File: src/hw/rtl/multichannel_moving_average_unit_assert.svh
// Assertion macros shared by the moving average RTL.
// Depends on nothing; included by the modules that check their own logic.
`ifndef MULTICHANNEL_MOVING_AVERAGE_UNIT_ASSERT_SVH
`define MULTICHANNEL_MOVING_AVERAGE_UNIT_ASSERT_SVH

// Same-cycle implication, disabled while reset is low.
`define MMA_ASSERT_NOW(lbl, clk, rst_n, ante, cons, msg) \
    lbl: assert property (@(posedge clk) disable iff (!rst_n) (ante) |-> (cons)) \
        else $error(msg);

// Next-cycle implication, disabled while reset is low.
`define MMA_ASSERT_NEXT(lbl, clk, rst_n, ante, cons, msg) \
    lbl: assert property (@(posedge clk) disable iff (!rst_n) (ante) |=> (cons)) \
        else $error(msg);

`endif

File: src/hw/rtl/mma_pkg.sv
// Package for the multichannel moving average unit: widths, defaults, types.
// Depends on nothing; used by the interfaces, the top, the lane and the merging stage.
`timescale 1ns / 1ps

package mma_pkg;

    localparam int LANES       = 4;
    localparam int CHAN_ID_W   = 2;
    localparam int SAMPLE_W    = 8;
    localparam int MEAN_W      = 8;
    localparam int SUM_W       = 16;
    localparam int RECIP_W     = SUM_W + 1;
    localparam int PROD_W      = SUM_W + RECIP_W;

    localparam int CHANNELS_DEF = 4;
    localparam int WINDOW_DEF   = 8;

    typedef logic [LANES-1:0][CHAN_ID_W-1:0] t_chan_ids;
    typedef logic [LANES-1:0][SAMPLE_W-1:0]  t_samples;
    typedef logic [LANES-1:0][SUM_W-1:0]     t_sums;

    // Sequencer controls toward the lanes.
    typedef struct packed {
        logic wr_en;
        logic acc_clr;
        logic rd_en;
    } t_lane_ctrl;

    // Sequencer controls toward the merging stage.
    typedef struct packed {
        logic emit;
    } t_div_ctrl;

endpackage

File: src/hw/rtl/mma_scan_if.sv
// Scan channel: four channel ids and four samples with valid/ready.
// Depends on mma_pkg.
`timescale 1ns / 1ps

interface mma_scan_if;
    logic                          valid;
    logic                          ready;
    logic [mma_pkg::CHAN_ID_W-1:0] chan_id_0;
    logic [mma_pkg::CHAN_ID_W-1:0] chan_id_1;
    logic [mma_pkg::CHAN_ID_W-1:0] chan_id_2;
    logic [mma_pkg::CHAN_ID_W-1:0] chan_id_3;
    logic [mma_pkg::SAMPLE_W-1:0]  sample_0;
    logic [mma_pkg::SAMPLE_W-1:0]  sample_1;
    logic [mma_pkg::SAMPLE_W-1:0]  sample_2;
    logic [mma_pkg::SAMPLE_W-1:0]  sample_3;

    modport source (output valid, chan_id_0, chan_id_1, chan_id_2, chan_id_3,
                    sample_0, sample_1, sample_2, sample_3, input ready);
    modport sink   (input valid, chan_id_0, chan_id_1, chan_id_2, chan_id_3,
                    sample_0, sample_1, sample_2, sample_3, output ready);
endinterface

File: src/hw/rtl/mma_mean_if.sv
// Result channel: four held channel means with valid/ready.
// Depends on mma_pkg.
`timescale 1ns / 1ps

interface mma_mean_if;
    logic                       valid;
    logic                       ready;
    logic [mma_pkg::MEAN_W-1:0] mean_0;
    logic [mma_pkg::MEAN_W-1:0] mean_1;
    logic [mma_pkg::MEAN_W-1:0] mean_2;
    logic [mma_pkg::MEAN_W-1:0] mean_3;

    modport source (output valid, mean_0, mean_1, mean_2, mean_3, input ready);
    modport sink   (input valid, mean_0, mean_1, mean_2, mean_3, output ready);
endinterface

File: src/hw/rtl/multichannel_moving_average_unit.sv
// An accepted scan passes the ring sweep (S_SUM), the drain (S_DRAIN) and the hand-off
// (S_OUT) before its result is valid; while results are taken, the per-lane ring sweep
// (one RAM read per cycle), the drain and the hand-off set the scan rate.
// A new scan is taken while the previous result waits in the output register.
// Reset (synchronous, active low) clears the sequencer, the write position,
// the output valid and the ring valid bits, so every ring entry reads as zero.
`timescale 1ns / 1ps
`include "multichannel_moving_average_unit_assert.svh"

module multichannel_moving_average_unit #(
    parameter int CHANNELS = mma_pkg::CHANNELS_DEF,
    parameter int WINDOW   = mma_pkg::WINDOW_DEF
) (
    input  logic       i_clk,
    input  logic       i_rst_n,
    mma_scan_if.sink   i_scan,
    mma_mean_if.source o_mean
);

    localparam int AW = $clog2(WINDOW);

    localparam logic [2:0] S_IDLE  = 3'd0;
    localparam logic [2:0] S_SUM   = 3'd1;
    localparam logic [2:0] S_DRAIN = 3'd2;
    localparam logic [2:0] S_OUT   = 3'd3;

    logic [2:0]                      r_state, n_state;
    logic [AW-1:0]                   r_cnt, n_cnt;
    logic [AW-1:0]                   r_pos, n_pos;
    logic                            w_accept;
    logic                            w_out_free;
    mma_pkg::t_chan_ids              w_ids;
    mma_pkg::t_samples               w_smp;
    mma_pkg::t_sums                  w_sums;
    mma_pkg::t_lane_ctrl             w_lane_ctrl;
    mma_pkg::t_div_ctrl              w_div_ctrl;

    assign i_scan.ready = (r_state == S_IDLE);
    assign w_accept     = i_scan.valid && i_scan.ready;

    assign w_ids = {i_scan.chan_id_3, i_scan.chan_id_2, i_scan.chan_id_1, i_scan.chan_id_0};
    assign w_smp = {i_scan.sample_3, i_scan.sample_2, i_scan.sample_1, i_scan.sample_0};

    // Sequence: write, sweep the rings, drain the read, hand off
    always_comb begin
        n_state = r_state;
        n_cnt   = r_cnt;
        n_pos   = r_pos;
        unique case (r_state)
            S_IDLE: begin
                if (w_accept) begin
                    n_state = S_SUM;
                    n_cnt   = '0;
                    n_pos   = (r_pos == AW'(WINDOW - 1)) ? '0 : r_pos + AW'(1);
                end
            end
            S_SUM: begin
                n_cnt = r_cnt + AW'(1);
                if (r_cnt == AW'(WINDOW - 1)) begin
                    n_state = S_DRAIN;
                end
            end
            S_DRAIN: begin
                n_state = S_OUT;
            end
            S_OUT: begin
                if (w_out_free) begin
                    n_state = S_IDLE;
                end
            end
            default: n_state = S_IDLE;
        endcase
    end

    always_ff @(posedge i_clk) begin
        if (!i_rst_n) begin
            r_state <= S_IDLE;
            r_pos   <= '0;
            r_cnt   <= '0;
        end else begin
            r_state <= n_state;
            r_pos   <= n_pos;
            r_cnt   <= n_cnt;
        end
    end

    // Lane and merge controls
    assign w_lane_ctrl.wr_en   = w_accept;
    assign w_lane_ctrl.acc_clr = w_accept;
    assign w_lane_ctrl.rd_en   = (r_state == S_SUM);

    assign w_div_ctrl.emit = (r_state == S_OUT) && w_out_free;

    // One lane per channel
    for (genvar c = 0; c < mma_pkg::LANES; c++) begin : g_lane
        if (c < CHANNELS) begin : g_on
            mma_lane #(
                .WINDOW  (WINDOW),
                .LANE_ID (c)
            ) u_lane (
                .i_clk      (i_clk),
                .i_rst_n    (i_rst_n),
                .i_ctrl     (w_lane_ctrl),
                .i_pos      (r_pos),
                .i_raddr    (r_cnt),
                .i_chan_ids (w_ids),
                .i_samples  (w_smp),
                .o_sum      (w_sums[c])
            );
        end else begin : g_off
            assign w_sums[c] = '0;
        end
    end

    mma_merge #(
        .CHANNELS (CHANNELS),
        .WINDOW   (WINDOW)
    ) u_merge (
        .i_clk      (i_clk),
        .i_rst_n    (i_rst_n),
        .i_ctrl     (w_div_ctrl),
        .i_sums     (w_sums),
        .o_out_free (w_out_free),
        .o_mean     (o_mean)
    );

    `MMA_ASSERT_NEXT(a_accept_starts, i_clk, i_rst_n, w_accept,
        r_state == S_SUM, "accepted scan did not start the ring sweep")
    `MMA_ASSERT_NEXT(a_pos_advance, i_clk, i_rst_n, w_accept,
        r_pos == (($past(r_pos) == AW'(WINDOW - 1)) ? '0 : $past(r_pos) + AW'(1)),
        "write position did not advance by one")
    `MMA_ASSERT_NEXT(a_emit_valid, i_clk, i_rst_n, w_div_ctrl.emit,
        o_mean.valid && r_state == S_IDLE, "result not presented after hand-off")
    `MMA_ASSERT_NOW(a_busy_no_ready, i_clk, i_rst_n, r_state != S_IDLE,
        !i_scan.ready, "scan accepted while a transaction is in flight")

endmodule

File: src/hw/rtl/mma_ram.sv
// Generic single-write, single-read RAM with registered read data.
// Depends on nothing.
`timescale 1ns / 1ps

module mma_ram #(
    parameter int WIDTH = 8,
    parameter int DEPTH = 8
) (
    input  logic                     i_clk,
    input  logic                     i_we,
    input  logic [$clog2(DEPTH)-1:0] i_waddr,
    input  logic [WIDTH-1:0]         i_wdata,
    input  logic                     i_re,
    input  logic [$clog2(DEPTH)-1:0] i_raddr,
    output logic [WIDTH-1:0]         o_rdata
);

    logic [WIDTH-1:0] r_mem [DEPTH];
    logic [WIDTH-1:0] r_rdata;

    // Write port
    always_ff @(posedge i_clk) begin
        if (i_we) begin
            r_mem[i_waddr] <= i_wdata;
        end
    end

    // Registered read port
    always_ff @(posedge i_clk) begin
        if (i_re) begin
            r_rdata <= r_mem[i_raddr];
        end
    end

    assign o_rdata = r_rdata;

endmodule

File: src/hw/rtl/mma_lane.sv
// One channel lane: sample ring in RAM, per-entry valid bits, window summer.
// Depends on mma_pkg, mma_ram and the assertion header.
`timescale 1ns / 1ps
`include "multichannel_moving_average_unit_assert.svh"

module mma_lane #(
    parameter int WINDOW  = mma_pkg::WINDOW_DEF,
    parameter int LANE_ID = 0
) (
    input  logic                      i_clk,
    input  logic                      i_rst_n,
    input  mma_pkg::t_lane_ctrl       i_ctrl,
    input  logic [$clog2(WINDOW)-1:0] i_pos,
    input  logic [$clog2(WINDOW)-1:0] i_raddr,
    input  mma_pkg::t_chan_ids        i_chan_ids,
    input  mma_pkg::t_samples         i_samples,
    output logic [mma_pkg::SUM_W-1:0] o_sum
);

    logic                         w_hit;
    logic [mma_pkg::SAMPLE_W-1:0] w_wdata;
    logic [mma_pkg::SAMPLE_W-1:0] w_rdata;
    logic [WINDOW-1:0]            r_valid;
    logic                         r_rd_vld;
    logic                         r_ent_vld;
    logic [mma_pkg::SUM_W-1:0]    r_sum;

    // Pick this channel's sample; a later sample of the scan wins
    always_comb begin
        w_hit   = 1'b0;
        w_wdata = '0;
        for (int k = 0; k < mma_pkg::LANES; k++) begin
            if (i_chan_ids[k] == mma_pkg::CHAN_ID_W'(LANE_ID)) begin
                w_hit   = 1'b1;
                w_wdata = i_samples[k];
            end
        end
    end

    mma_ram #(
        .WIDTH (mma_pkg::SAMPLE_W),
        .DEPTH (WINDOW)
    ) u_ring (
        .i_clk   (i_clk),
        .i_we    (i_ctrl.wr_en && w_hit),
        .i_waddr (i_pos),
        .i_wdata (w_wdata),
        .i_re    (i_ctrl.rd_en),
        .i_raddr (i_raddr),
        .o_rdata (w_rdata)
    );

    // Mark written entries; unwritten ones read as zero
    always_ff @(posedge i_clk) begin
        if (!i_rst_n) begin
            r_valid  <= '0;
            r_rd_vld <= 1'b0;
        end else begin
            r_rd_vld <= i_ctrl.rd_en;
            if (i_ctrl.wr_en && w_hit) begin
                r_valid[i_pos] <= 1'b1;
            end
        end
    end

    // Track validity alongside the registered read
    always_ff @(posedge i_clk) begin
        if (i_ctrl.rd_en) begin
            r_ent_vld <= r_valid[i_raddr];
        end
    end

    // Accumulate the window, one entry per cycle
    always_ff @(posedge i_clk) begin
        if (i_ctrl.acc_clr) begin
            r_sum <= '0;
        end else if (r_rd_vld && r_ent_vld) begin
            r_sum <= r_sum + mma_pkg::SUM_W'(w_rdata);
        end
    end

    assign o_sum = r_sum;

    `MMA_ASSERT_NOW(a_sum_bound, i_clk, i_rst_n, r_rd_vld && !i_ctrl.acc_clr,
        r_sum <= mma_pkg::SUM_W'(WINDOW * 255), "lane sum above window bound")
    `MMA_ASSERT_NEXT(a_write_marks, i_clk, i_rst_n, i_ctrl.wr_en && w_hit,
        r_valid[$past(i_pos)], "written ring entry not marked valid")

endmodule

File: src/hw/rtl/mma_merge.sv
// Merging stage: divides every lane sum by the window, registers the result.
// Depends on mma_pkg and mma_mean_if.
`timescale 1ns / 1ps

module mma_merge #(
    parameter int CHANNELS = mma_pkg::CHANNELS_DEF,
    parameter int WINDOW   = mma_pkg::WINDOW_DEF
) (
    input  logic               i_clk,
    input  logic               i_rst_n,
    input  mma_pkg::t_div_ctrl i_ctrl,
    input  mma_pkg::t_sums     i_sums,
    output logic               o_out_free,
    mma_mean_if.source         o_mean
);

    // Rounded-up reciprocal of the window; exact floor for every 16-bit sum
    localparam int RECIP_SH = mma_pkg::SUM_W + $clog2(WINDOW);
    localparam int RECIP_L  = ((1 << RECIP_SH) + WINDOW - 1) / WINDOW;
    localparam logic [mma_pkg::RECIP_W-1:0] RECIP = mma_pkg::RECIP_W'(RECIP_L);

    logic [mma_pkg::MEAN_W-1:0] w_quot [mma_pkg::LANES];
    logic [mma_pkg::MEAN_W-1:0] r_mean [mma_pkg::LANES];
    logic                       r_out_valid;

    // Divide by the window with a reciprocal multiply, all lanes side by side
    for (genvar c = 0; c < mma_pkg::LANES; c++) begin : g_div
        if (c < CHANNELS) begin : g_on
            logic [mma_pkg::PROD_W-1:0] w_prod;

            assign w_prod    = mma_pkg::PROD_W'(i_sums[c]) * mma_pkg::PROD_W'(RECIP);
            assign w_quot[c] = mma_pkg::MEAN_W'(w_prod >> RECIP_SH);
        end else begin : g_off
            assign w_quot[c] = '0;
        end
    end

    assign o_out_free = !r_out_valid || o_mean.ready;

    // Output register: hold until the transaction completes
    always_ff @(posedge i_clk) begin
        if (!i_rst_n) begin
            r_out_valid <= 1'b0;
        end else if (i_ctrl.emit) begin
            r_out_valid <= 1'b1;
        end else if (o_mean.ready) begin
            r_out_valid <= 1'b0;
        end
    end

    always_ff @(posedge i_clk) begin
        if (i_ctrl.emit) begin
            r_mean <= w_quot;
        end
    end

    assign o_mean.valid  = r_out_valid;
    assign o_mean.mean_0 = r_mean[0];
    assign o_mean.mean_1 = r_mean[1];
    assign o_mean.mean_2 = r_mean[2];
    assign o_mean.mean_3 = r_mean[3];

endmodule
File: src/flat_wrapper.sv
// flat-port wrapper written by rule: the top's interface ports become plain ports
module multichannel_moving_average_unit_flat 
#(
    parameter int CHANNELS = mma_pkg::CHANNELS_DEF,
    parameter int WINDOW   = mma_pkg::WINDOW_DEF
)
  (i_clk, i_rst_n, i_scan_valid, i_scan_chan_id_0, i_scan_chan_id_1, i_scan_chan_id_2, i_scan_chan_id_3, i_scan_sample_0, i_scan_sample_1, i_scan_sample_2, i_scan_sample_3, i_scan_ready, o_mean_valid, o_mean_mean_0, o_mean_mean_1, o_mean_mean_2, o_mean_mean_3, o_mean_ready);
  mma_scan_if i_scan_i ();
  mma_mean_if o_mean_i ();
  input  logic i_clk;
  input  logic i_rst_n;
  input wire logic [$bits(i_scan_i.valid)-1:0] i_scan_valid;
  input wire logic [$bits(i_scan_i.chan_id_0)-1:0] i_scan_chan_id_0;
  input wire logic [$bits(i_scan_i.chan_id_1)-1:0] i_scan_chan_id_1;
  input wire logic [$bits(i_scan_i.chan_id_2)-1:0] i_scan_chan_id_2;
  input wire logic [$bits(i_scan_i.chan_id_3)-1:0] i_scan_chan_id_3;
  input wire logic [$bits(i_scan_i.sample_0)-1:0] i_scan_sample_0;
  input wire logic [$bits(i_scan_i.sample_1)-1:0] i_scan_sample_1;
  input wire logic [$bits(i_scan_i.sample_2)-1:0] i_scan_sample_2;
  input wire logic [$bits(i_scan_i.sample_3)-1:0] i_scan_sample_3;
  output wire logic [$bits(i_scan_i.ready)-1:0] i_scan_ready;
  output wire logic [$bits(o_mean_i.valid)-1:0] o_mean_valid;
  output wire logic [$bits(o_mean_i.mean_0)-1:0] o_mean_mean_0;
  output wire logic [$bits(o_mean_i.mean_1)-1:0] o_mean_mean_1;
  output wire logic [$bits(o_mean_i.mean_2)-1:0] o_mean_mean_2;
  output wire logic [$bits(o_mean_i.mean_3)-1:0] o_mean_mean_3;
  input wire logic [$bits(o_mean_i.ready)-1:0] o_mean_ready;
  assign i_scan_i.valid = i_scan_valid;
  assign i_scan_i.chan_id_0 = i_scan_chan_id_0;
  assign i_scan_i.chan_id_1 = i_scan_chan_id_1;
  assign i_scan_i.chan_id_2 = i_scan_chan_id_2;
  assign i_scan_i.chan_id_3 = i_scan_chan_id_3;
  assign i_scan_i.sample_0 = i_scan_sample_0;
  assign i_scan_i.sample_1 = i_scan_sample_1;
  assign i_scan_i.sample_2 = i_scan_sample_2;
  assign i_scan_i.sample_3 = i_scan_sample_3;
  assign i_scan_ready = i_scan_i.ready;
  assign o_mean_valid = o_mean_i.valid;
  assign o_mean_mean_0 = o_mean_i.mean_0;
  assign o_mean_mean_1 = o_mean_i.mean_1;
  assign o_mean_mean_2 = o_mean_i.mean_2;
  assign o_mean_mean_3 = o_mean_i.mean_3;
  assign o_mean_i.ready = o_mean_ready;
  multichannel_moving_average_unit #(.CHANNELS(CHANNELS), .WINDOW(WINDOW)) u_core (.i_clk(i_clk), .i_rst_n(i_rst_n), .i_scan(i_scan_i), .o_mean(o_mean_i));
endmodule
File: config.mk
export PLATFORM = sky130hd
export DESIGN_NAME = multichannel_moving_average_unit_flat
export DESIGN_NICKNAME = d
export VERILOG_FILES = /design/src/hw/rtl/mma_pkg.sv /design/src/hw/rtl/mma_scan_if.sv /design/src/hw/rtl/mma_mean_if.sv /design/src/hw/rtl/multichannel_moving_average_unit.sv /design/src/hw/rtl/mma_ram.sv /design/src/hw/rtl/mma_lane.sv /design/src/hw/rtl/mma_merge.sv /design/src/flat_wrapper.sv
export VERILOG_INCLUDE_DIRS = /design/src /design/src/hw/rtl
export SDC_FILE = /design/constraint.sdc
export NUM_CORES = 1
export LEC_CHECK = 0
export ABC_AREA = 1
export BUFFER_PORTS_ARGS = -buffer_cell sky130_fd_sc_hd__buf_2
export CORE_MARGIN = 2
export CORE_UTILIZATION = 43
export CTS_BUF_LIST = sky130_fd_sc_hd__clkbuf_8
export CTS_CLUSTER_DIAMETER = 50
export DETAILED_ROUTE_END_ITERATION = 8
export SYNTH_ARGS = -nofsm -noshare
export SYNTH_HDL_FRONTEND = slang
export SYNTH_SLANG_ARGS = --single-unit
export TNS_END_PERCENT = 30
File: constraint.sdc
create_clock -name i_clk -period 3.35 [get_ports i_clk]
set_input_delay 0.335 -clock i_clk [delete_from_list [all_inputs] [get_ports i_clk]]
set_output_delay 0.335 -clock i_clk [all_outputs]
set_load 0.05 [all_outputs]
After elaboration in Yosys (flattened, before gate mapping):

Memory sizes are Yosys's and may differ from the RTL's. A register that Yosys moved wholly into a read port is not among the register bits.
Cells that the tools add are included.

* add/subtract/negate cells: 6
* order comparisons: 3
* eq/ne operators: 20
* multiplexer cells: 59
* bitwise gates (word level): 4
* reduce and logical (&&, ||, !) cells: 23

Operators with widths (count)
* $mux W8: 16
* $add A16 B8 Y16: 4
* $or A8 B8 Y8: 4
* $mux W1: 31
* $eq A2 B2 Y1 const B: 8
* $mux W3: 5
* $bmux W1 S3: 4
* $pmux W3 S4: 1
* $logic_and A1 B1 Y1: 11
* $eq A2 B1 Y1 const B: 4
* $logic_not A2 Y1: 4
* $lt A3 B4 Y1 const B: 2
* $add A3 B1 Y3 const B: 2
* $eq A3 B2 Y1 const B: 2
* $eq A3 B3 Y1 const B: 2
* $pmux W3 S2: 1
* $ne A2 B1 Y1 const B: 2
* $reduce_and A2 Y1: 2
* $reduce_bool A2 Y1: 2
* $demux W1 S3: 1
* $eq A3 B1 Y1 const B: 1
* $ge A3 B1 Y1 const B: 1
* $logic_not A3 Y1: 1
* $reduce_and A3 Y1: 1
* other kinds (3): 3

* register bits: 143
* memory bits (writable): 256
* input bits: 44
* logic and storage cells: 140
* memories kept: 4

Memories
* u_core.g_lane[0].g_on.u_lane.u_ring.r_mem: depth 8, width 8, rd ports 1, clocked after memory_dff 1, write ports 1, line mma_ram.sv:18 `logic [WIDTH-1:0] r_mem [DEPTH];`
* u_core.g_lane[1].g_on.u_lane.u_ring.r_mem: depth 8, width 8, rd ports 1, clocked after memory_dff 1, write ports 1, line mma_ram.sv:18
* u_core.g_lane[2].g_on.u_lane.u_ring.r_mem: depth 8, width 8, rd ports 1, clocked after memory_dff 1, write ports 1, line mma_ram.sv:18
* u_core.g_lane[3].g_on.u_lane.u_ring.r_mem: depth 8, width 8, rd ports 1, clocked after memory_dff 1, write ports 1, line mma_ram.sv:18

Logic depth before layout (Yosys ltp):

Gate-level depths: netlist of the first run.

* depth in word-level cells: 8
* depth in mapped cells: 10
* mapped depth without buffers: 10

Modules after synthesis:

Synthesis of the first run repeated with hierarchy kept, for this count alone.

* cell total of the unflattened synthesis: 2520
* area, all modules: 21750.9 um^2

Modules (own cells, without submodules)
* mma_ram: times used 4, cells an instance 303, area an instance 3130.5 um^2
* mma_lane (u_core.g_lane[1].g_on.u_lane ...): times used 2, cells an instance 303, area an instance 1954.4 um^2
* mma_lane (u_core.g_lane[3].g_on.u_lane): times used 1, cells an instance 302, area an instance 1915.6 um^2
* mma_lane (u_core.g_lane[0].g_on.u_lane): times used 1, cells an instance 301, area an instance 1906.8 um^2
* mma_merge: times used 1, cells an instance 38, area an instance 1007.2 um^2
* multichannel_moving_average_unit: times used 1, cells an instance 61, area an instance 490.5 um^2

Worst setup path before layout of the first run:

No wires, ideal clock.

* kind: register -> register
* start: register u_core.r_state[0]
* end: register u_core.u_merge.r_mean (netlist bit u_core.u_merge.o_mean.mean_0[0]) (enable)
* library setup time: 0.432 ns
* data arrival time: 2.170 ns
* path slack: 0.748 ns
* cell stages (with the launch flop): 4
* period minus slack after synthesis: 2.602 ns
* path through: dfxtp_1 > ha_1 > inv_1 > a21oi_1

* longest elaborated chain between the ends: 2

RTL lines
* start, declared: line multichannel_moving_average_unit.sv:27 `logic [2:0] r_state, n_state;`
* start signal, assigned: line multichannel_moving_average_unit.sv:81 `r_state <= n_state;`
* $eq A3 B2 Y1: line multichannel_moving_average_unit.sv:92 `assign w_div_ctrl.emit = (r_state == S_OUT) && w_out_free;`
* $logic_and A1 B1 Y1: line multichannel_moving_average_unit.sv:92
* named net u_core.u_merge.i_ctrl: line mma_merge.sv:11 `input mma_pkg::t_div_ctrl i_ctrl,`
* end signal, assigned: line mma_merge.sv:53 `r_mean <= w_quot;`
* end, declared: line mma_merge.sv:23 `logic [mma_pkg::MEAN_W-1:0] r_mean [mma_pkg::LANES];`

The timed path passes the listed nets, and every way through them passes these cells.
A chain may end at the register's enable or synchronous reset.

Worst setup path in the final report of the first run:

* start: register u_core.r_state[0]
* end: memory u_core.g_lane[0].g_on.u_lane.u_ring.r_mem[5][3] (enable)

* longest elaborated chain between the ends: 5

RTL lines
* $logic_not A3 Y1: line multichannel_moving_average_unit.sv:38 `assign i_scan.ready = (r_state == S_IDLE);`
* $logic_and A1 B1 Y1: line multichannel_moving_average_unit.sv:39 `assign w_accept = i_scan.valid && i_scan.ready;`
* $logic_and A1 B1 Y1: line mma_lane.sv:45 `.i_we (i_ctrl.wr_en && w_hit),`
* $mux W1: line mma_ram.sv:23 `if (i_we) begin`
* $mux W1 (implied by the code): line mma_ram.sv:24 `r_mem[i_waddr] <= i_wdata;`
* end, declared: line mma_ram.sv:18

No other way between the ends.

==> impl_results.md, run 1 <==
* H-Tree Depth at 3
* Worst slew margin at 0.3287
* Fin cells at 2,509
* Worst Tran Pin Value at 1.002 ns
* Startpoint class of the critical path: register
* Cell Rows at 75
* Crit-path slowest cell: a31oi_4
* Clk slew on worst S/H paths at 0.06 ns
* Syn_nets at 1,914
* Crit path cell chain: inv_1 -> ha_1 -> nand2_2 -> a31oi_4 -> nand2_1 -> inv_1
* Pin count of the biggest net entering global routing at 147
* Final Cell Area at 20,610 sq um
* Crit Path Class: reg -> reg
* CP Max Fanout at 19
* Die width at 210.8 um
* Post-cts sizing count at 0
* Family with the most delay on the worst path: simple AND/OR/NAND/NOR gates
* DR WL/cell at 17.93 um
* Most frequent cells in the layout: edfxtp_1, nand2_1, nor2_1
* Synth warn at 0
* Skew final at 0.01874 ns
* LEAKAGE at 8.263 nW
* Post-CTS Setup Inserts at 0
* First-pass DRT Iterations at 7
* CP bufs+invs at 2
* Fin. Hold Viols at 0
* Clock latency on the worst-skew pair at 0.61 ns
* Vias at 13,300
* Status: completed
* Vias in the first global route at 12,750
* Synth Cell Area at 18,390 sq um
* Clock tree buffer depth at 3
* Syn Area/Cell at 10.07 sq um
* Worst path required time at 3.60 ns
* Port-buffer cells at 77
* DRT Wirelength at 44,990 um
* Clk sinks at 410
* Worst R2R Setup Slack at 1.01 ns
* Remaining DRCs at 0
* Power Density at 714.4 nW/um^2
* ANT nets after route at 0
* Fin crit period at 2.336 ns
* Max_cap viols at 0
* Most common cell after layout, fill and taps aside: edfxtp_1
* Area Growth Syn to Fin at 12.08%
* RSZ-0062 raised after global routing: false
* Share of cells above drive strength 1 at 0.1112
* Die Ht at 210.8 um
* FF/Latch Area at 11,460 sq um
* Antenna violations before repair at 0
* Area taken by multi-input logic gates at 5932 sq um
* Filler cells at 3,914
* Layout Nets at 2,004
* Sequential share of the synthesized area at 0.6227
* All-Layer GR Usage at 0.2031
* Placed cells at 2,382
* Final period utilization at 0.6974
* First-iteration detailed-routing DRC count at 1,155
* Min-delay worst type: in -> reg
* CTS tree: built
* Dpl hpwl at 28,530 um
* Yosys reg bits at 410
* Total CTS buffers at 71
* Post-place instance area at 19,240 sq um
* Vias/cell at 5.300
* Setup violators final at 0
* Top Ports at 78
* Final max-slew violation count at 0
* First-pass GRT wire length at 69,650 um
* Hold_buf cts at 0
* Core area at 42,040 sq um
* Arrival @ worst endpoint at 2.58 ns
* Crit-path most repeated cell: inv_1
* CP peak stage delay at 0.41 ns
* Post-Synthesis Cells at 1,826
* VDD IR max at 0.4135 mV
* F_max at 428.0 MHz
* Starting density of the core at 0.4374
* Final setup TNS at 0 ns
* Clk root buf: clkbuf_8
* Die Area at 44,440 sq um
* Crit end category: register
* Routability cong. at 0.9121
* Synth cell types at 40
* GRT overflow at 0
[logic make-up after synthesis]
group                      count (synthesis)  share of synthesized area
and+or+nand+nor                          642                     0.1423
AOI/OAI and AO/OA                        471                     0.1423
DFF                                      410                     0.6227
buffers and inverters                    247                    0.05552
adders and majority gates                 44                    0.03157
xor gates and xnor gates                  12                   0.005716
[worst paths after layout]
kind | startpoint | end | depth (start not counted)
worst min register to register | u_core.g_lane[0].g_on.u_lane.r_valid[0] | u_core.g_lane[0].g_on.u_lane.r_valid[0] | 2
worst max-delay path | u_core.r_state[0] | u_core.g_lane[0].g_on.u_lane.u_ring.r_mem[5][3] | 6
worst max register to register | u_core.r_state[0] | u_core.g_lane[0].g_on.u_lane.u_ring.r_mem[5][3] | 6
worst min-delay path | o_mean_ready | u_core.u_merge.o_mean.valid | 4
[through the flow]
step           setup slack (ns)    util  power, mW  hold slack [ns]
3_5_place_dp              1.016  0.4577      10.42           0.4406
2_1_floorplan            0.7480       -      9.403           0.4264
5_1_grt                  0.8428  0.4902      15.64           0.1379
4_1_cts                   1.013  0.4902      14.87          0.06026
3_3_place_gp              1.070  0.4577      10.34           0.4404
6_report                  1.014  0.4903      14.72           0.1099
[worst reg2reg max path, cell delays in order, from the launching register on]
cell	delay [ns]
dfxtp_1	0.33
inv_1	0.09
ha_1	0.25
nand2_2	0.37
a31oi_4	0.43
nand2_1	0.12
inv_1	0.39
[final cells by class]
| type | count | area share |
|---|---|---|
| inverter | 173 | 0.03163 |
| tap | 539 | 0.03272 |
| multi-input combinational | 1169 | 0.2878 |
| clock buffer | 74 | 0.04941 |
| sequential | 410 | 0.5558 |
| antenna | 1 | 0.0001214 |
| clock inverter | 52 | 0.01694 |
| timing repair buffer | 91 | 0.02562 |
[synth_stat cells, drive strengths merged]
cell,count,area [sq um]
edfxtp,324,9729
nand2,318,1231
nor2,250,996.0
o21ai,222,1115
inv,171,644.4
a21oi,129,645.6
dfxtp,86,1722
a31oi,59,384.1
nand3,52,260.3
buf,45,259.0
ha,40,500.5
clkbuf,29,110.1
o211ai,22,165.2
o21a,14,105.1
o221ai,11,96.34
xor2,9,78.83
nor3,8,40.04
o21bai,8,60.06
or2,5,31.28
a21boi,4,30.03
and2,4,25.02
fa,4,80.08
nand4,4,25.02
xnor2,3,26.28
a211oi,2,15.01
clkinv,2,7.510
nand3b,1,7.510
[power breakdown]
part           switching, mW  internal (mW)
Sequential             0.281           6.30
Clock                   1.97           2.43
Combinational           2.60           1.14
Total                   4.85           9.87
[routing by layer]
metal	vias to the layer above	wire, um	track usage	share of wire
met5	-	0	0	0
met4	0	1285	0.08378	0.029
met3	99	2618	0.03762	0.058
met2	374	20190	0.3111	0.45
met1	6312	20900	0.2856	0.46
li1	6513	-	-	-
[state kept, by name, summed over array words and instances, names as in the netlist]
name	flops
u_core.r_state	2
u_core.u_merge.o_mean.mean_2	8
u_core.r_cnt	3
u_core.g_lane.g_on.u_lane.r_rd_vld	1
u_core.g_lane.g_on.u_lane.u_ring.r_mem	256
u_core.u_merge.o_mean.mean_3	8
u_core.g_lane.g_on.u_lane.r_valid	32
u_core.u_merge.o_mean.mean_1	8
u_core.g_lane.g_on.u_lane.r_ent_vld	4
u_core.g_lane.g_on.u_lane.o_sum	44
u_core.g_lane.g_on.u_lane.u_ring.o_rdata	32
u_core.u_merge.o_mean.mean_0	8
u_core.u_merge.o_mean.valid	1
u_core.r_pos	3
No activity file was read; power rests on OpenSTA's default activity.
==> run 2: changes to the inputs <==
==> constraint.sdc (replaced) <==
create_clock -name i_clk -period 1.9 [get_ports i_clk]
set_input_delay 0.19 -clock i_clk [delete_from_list [all_inputs] [get_ports i_clk]]
set_output_delay 0.19 -clock i_clk [all_outputs]
set_load 0.05 [all_outputs]
==> run 2 against run 1 <==
Maximum frequency up 29%. Routed wire length down 0.71%. Utilization up 2.0 points. Flip-flop and latch count unchanged. Sequential share of layout area down 2.2 points. Cell count up 3.8%. Power up 75%. Largest cell class unchanged. Highest routed layer unchanged.
==> impl_results.md, run 2 (synthesis results as in run 1) <==
* Status: completed
* Skew final at 0.02125 ns (+0.002509 ns)
* Min-delay worst type: in -> reg
* Setup violators final at 0 (unchanged)
* Die Area at 44,440 sq um (unchanged)
* Clk slew on worst S/H paths at 0.06 ns (about the same)
* Worst Tran Pin Value at 0.8826 ns (-0.1197 ns)
* Top Ports at 78 (unchanged)
* CP bufs+invs at 0 (-2)
* DR WL/cell at 17.15 um (-4.4%)
* Met3 wire len at 2480 um (-5.3%)
* CP peak stage delay at 0.42 ns (about the same)
* Worst path required time at 2.41 ns (-1.19 ns)
* H-Tree Depth at 3 (unchanged)
* Crit end category: register
* Fin. Hold Viols at 0 (unchanged)
* Met1 WL at 20,790 um (-0.52%)
* GRT overflow at 0 (unchanged)
* Vias in the first global route at 13,070 (+2.5%)
* CP Max Fanout at 4 (-15)
* Port-buffer cells at 77 (unchanged)
* Clk pwr share at 0.275 (-0.024)
* Crit. Startpoint: u_core.g_lane[0].g_on.u_lane.u_ring.o_rdata[0]
* Final max-slew violation count at 0 (unchanged)
* Final period utilization at 0.9552 (+0.2578)
* Max reg flops at 256 (unchanged)
* Pin count of the biggest net entering global routing at 93 (-37%)
* Startpoint class of the critical path: register
* Met2 WL at 20,310 um (+0.59%)
* First-pass DRT Iterations at 6 (-1)
* Die Ht at 210.8 um (unchanged)
* Share of cells above drive strength 1 at 0.1617 (+0.05052)
* Worst r2r src: u_core.g_lane[0].g_on.u_lane.u_ring.o_rdata[0]
* Total CTS buffers at 68 (-4.2%)
* VDD IR max at 0.4976 mV (+20%)
* Arrival @ worst endpoint at 2.33 ns (-0.25 ns)
* Area Growth Syn to Fin at 16.69%
* ANT nets after route at 0 (unchanged)
* Seq pwr share at 0.449 (+0.002)
* Power Density at 1203 nW/um^2 (+68%)
* Max Used Layer: met4
* Clk sinks at 410 (unchanged)
* First-pass GRT wire length at 70,550 um (+1.3%)
* Clock tree buffer depth at 3 (unchanged)
* Vias/cell at 5.197 (-1.9%)
* CTS tree: built
* LEAKAGE at 8.650 nW (+4.7%)
* Switching fraction of total power at 0.3313 (+0.001798)
* Final Util at 0.5104 (+0.02015)
* Total power at 25.81 mW (+75%)
* Pint at 17.26 mW (+75%)
* Crit Path Class: reg -> reg
* Most frequent cells in the layout: edfxtp_1, nand2_1, nor2_1
* Post-CTS Setup Inserts at 0 (unchanged)
* P_sw at 8.550 mW (+76%)
* Fin crit period at 1.815 ns (-0.5214 ns)
* Antenna violations before repair at 0 (unchanged)
* Most flops, register: u_core.g_lane.g_on.u_lane.u_ring.r_mem
* All-Layer GR Usage at 0.2048 (+0.001652)
* Starting density of the core at 0.4374 (unchanged)
* Clock latency on the worst-skew pair at 0.63 ns (+0.02 ns)
* Crit path cell chain: ha_1 -> fa_2 -> nand3_1 -> nand2_1 -> nand2_1 -> nand3_1 -> a21oi_1 -> nor2_1
* Worst slew margin at 0.4088 (+0.08017)
* RSZ-0062 raised after global routing: false
* Dpl hpwl at 30,030 um (+5.3%)
* Routability cong. at 0.9467 (+3.8%)
* Critical path depth at 8 (+2)
* Cell Rows at 75 (unchanged)
* DRT Wirelength at 44,670 um (-0.71%)
* F_max at 551.0 MHz (+29%)
* Vias at 13,540 (+1.8%)
* Worst Hold Depth at 3 (-1)
* Clk root buf: clkbuf_8
* HP Start: i_scan_sample_3[1]
* Most common cell after layout, fill and taps aside: edfxtp_1
* Core area at 42,040 sq um (unchanged)
* Max_cap viols at 0 (unchanged)
* Share of total power in combinational logic at 0.275 (+0.021)
* Remaining DRCs at 0 (unchanged)
* Die width at 210.8 um (unchanged)
* First-iteration detailed-routing DRC count at 1,048 (-9.3%)
* Worst R2R Path Depth at 8 (+2)
* Family with the most delay on the worst path: adder cells
* Crit-path slowest cell: fa_2
* Layout Nets at 2,101 (+4.8%)
==> run 2: cell count changes in the layout (fill, tap and decap cells not counted), sizes merged <==
cell	before	now
bufinv	5	1
inv	200	183
clkinvlp	3	10
clkinv	17	28
buf	91	187
dlygate4sd3	0	3
==> run 2: final timing paths <==
path	endpoint	slack [ns]
setup reg to reg	u_core.g_lane[0].g_on.u_lane.o_sum[10]	0.09
hold / removal	u_core.g_lane[3].g_on.u_lane.u_ring.r_mem[4][1]	0.15
hold reg to reg	u_core.g_lane[0].g_on.u_lane.r_valid[7]	0.44
setup / recovery	u_core.g_lane[0].g_on.u_lane.o_sum[10]	0.09
==> run 2: metrics by stage <==
step / instances / cell area [sq um] / TNS, ns / setup slack [ns] / hold slack (ns)
after floorplan: 1826 / 18400 / -0.5365 / -0.1473 / 0.3077
after global placement: 2479 / 20120 / -0.05151 / -0.006935 / 0.4339
after detailed placement: 2479 / 20120 / -0.8270 / -0.06092 / 0.4389
after CTS: 2604 / 21410 / 0 / 0.02718 / 0.1099
after global routing: 2604 / 21460 / 0 / 0.01012 / 0.1568
final: 2605 / 21460 / 0 / 0.08506 / 0.1541
==> run 2: cell type report <==
class / count / area [sq um]
clock inverters: 49 / 241.5
inverters: 173 / 674.4
fillers: 3796 / 20580
repair buffers: 191 / 1439
diodes: 1 / 2.502
well taps: 539 / 674.4
multi-input cells: 1169 / 5966
flip-flops and latches: 410 / 11460
clock buffers: 73 / 1005
==> run 2: power by group through the flow <==
stage               Combinational, mW  Sequential (mW)  Clock (mW)
detailed placement               7.06             11.8           0
floorplan                        4.84             11.7           0
global route                     8.02             11.7        7.76
global placement                 6.93             11.7           0
CTS                              7.10             11.6        7.32
finish                           7.10             11.6        7.11
==> run 2: metal layers <==
layer / track usage / up-vias
met1: 0.2829 / 6390
met5: 0 / -
met3: 0.03776 / 63
li1: - / 6706
met2: 0.3224 / 379
met4: 0.07819 / 0
==> run 2: repair_timing <==
item,in CTS,in global routing
hold buffers,3,0
resized for setup,5,16
pin swaps,0,3
cloned,0,0
endpoints found under the hold margin,9,0
setup endpoints to repair,27,118
==> run 2: tightest hold or removal path: stages <==
cell and delay, ns:
buf_2 0.14, nor2_1 0.11, a31oi_1 0.12
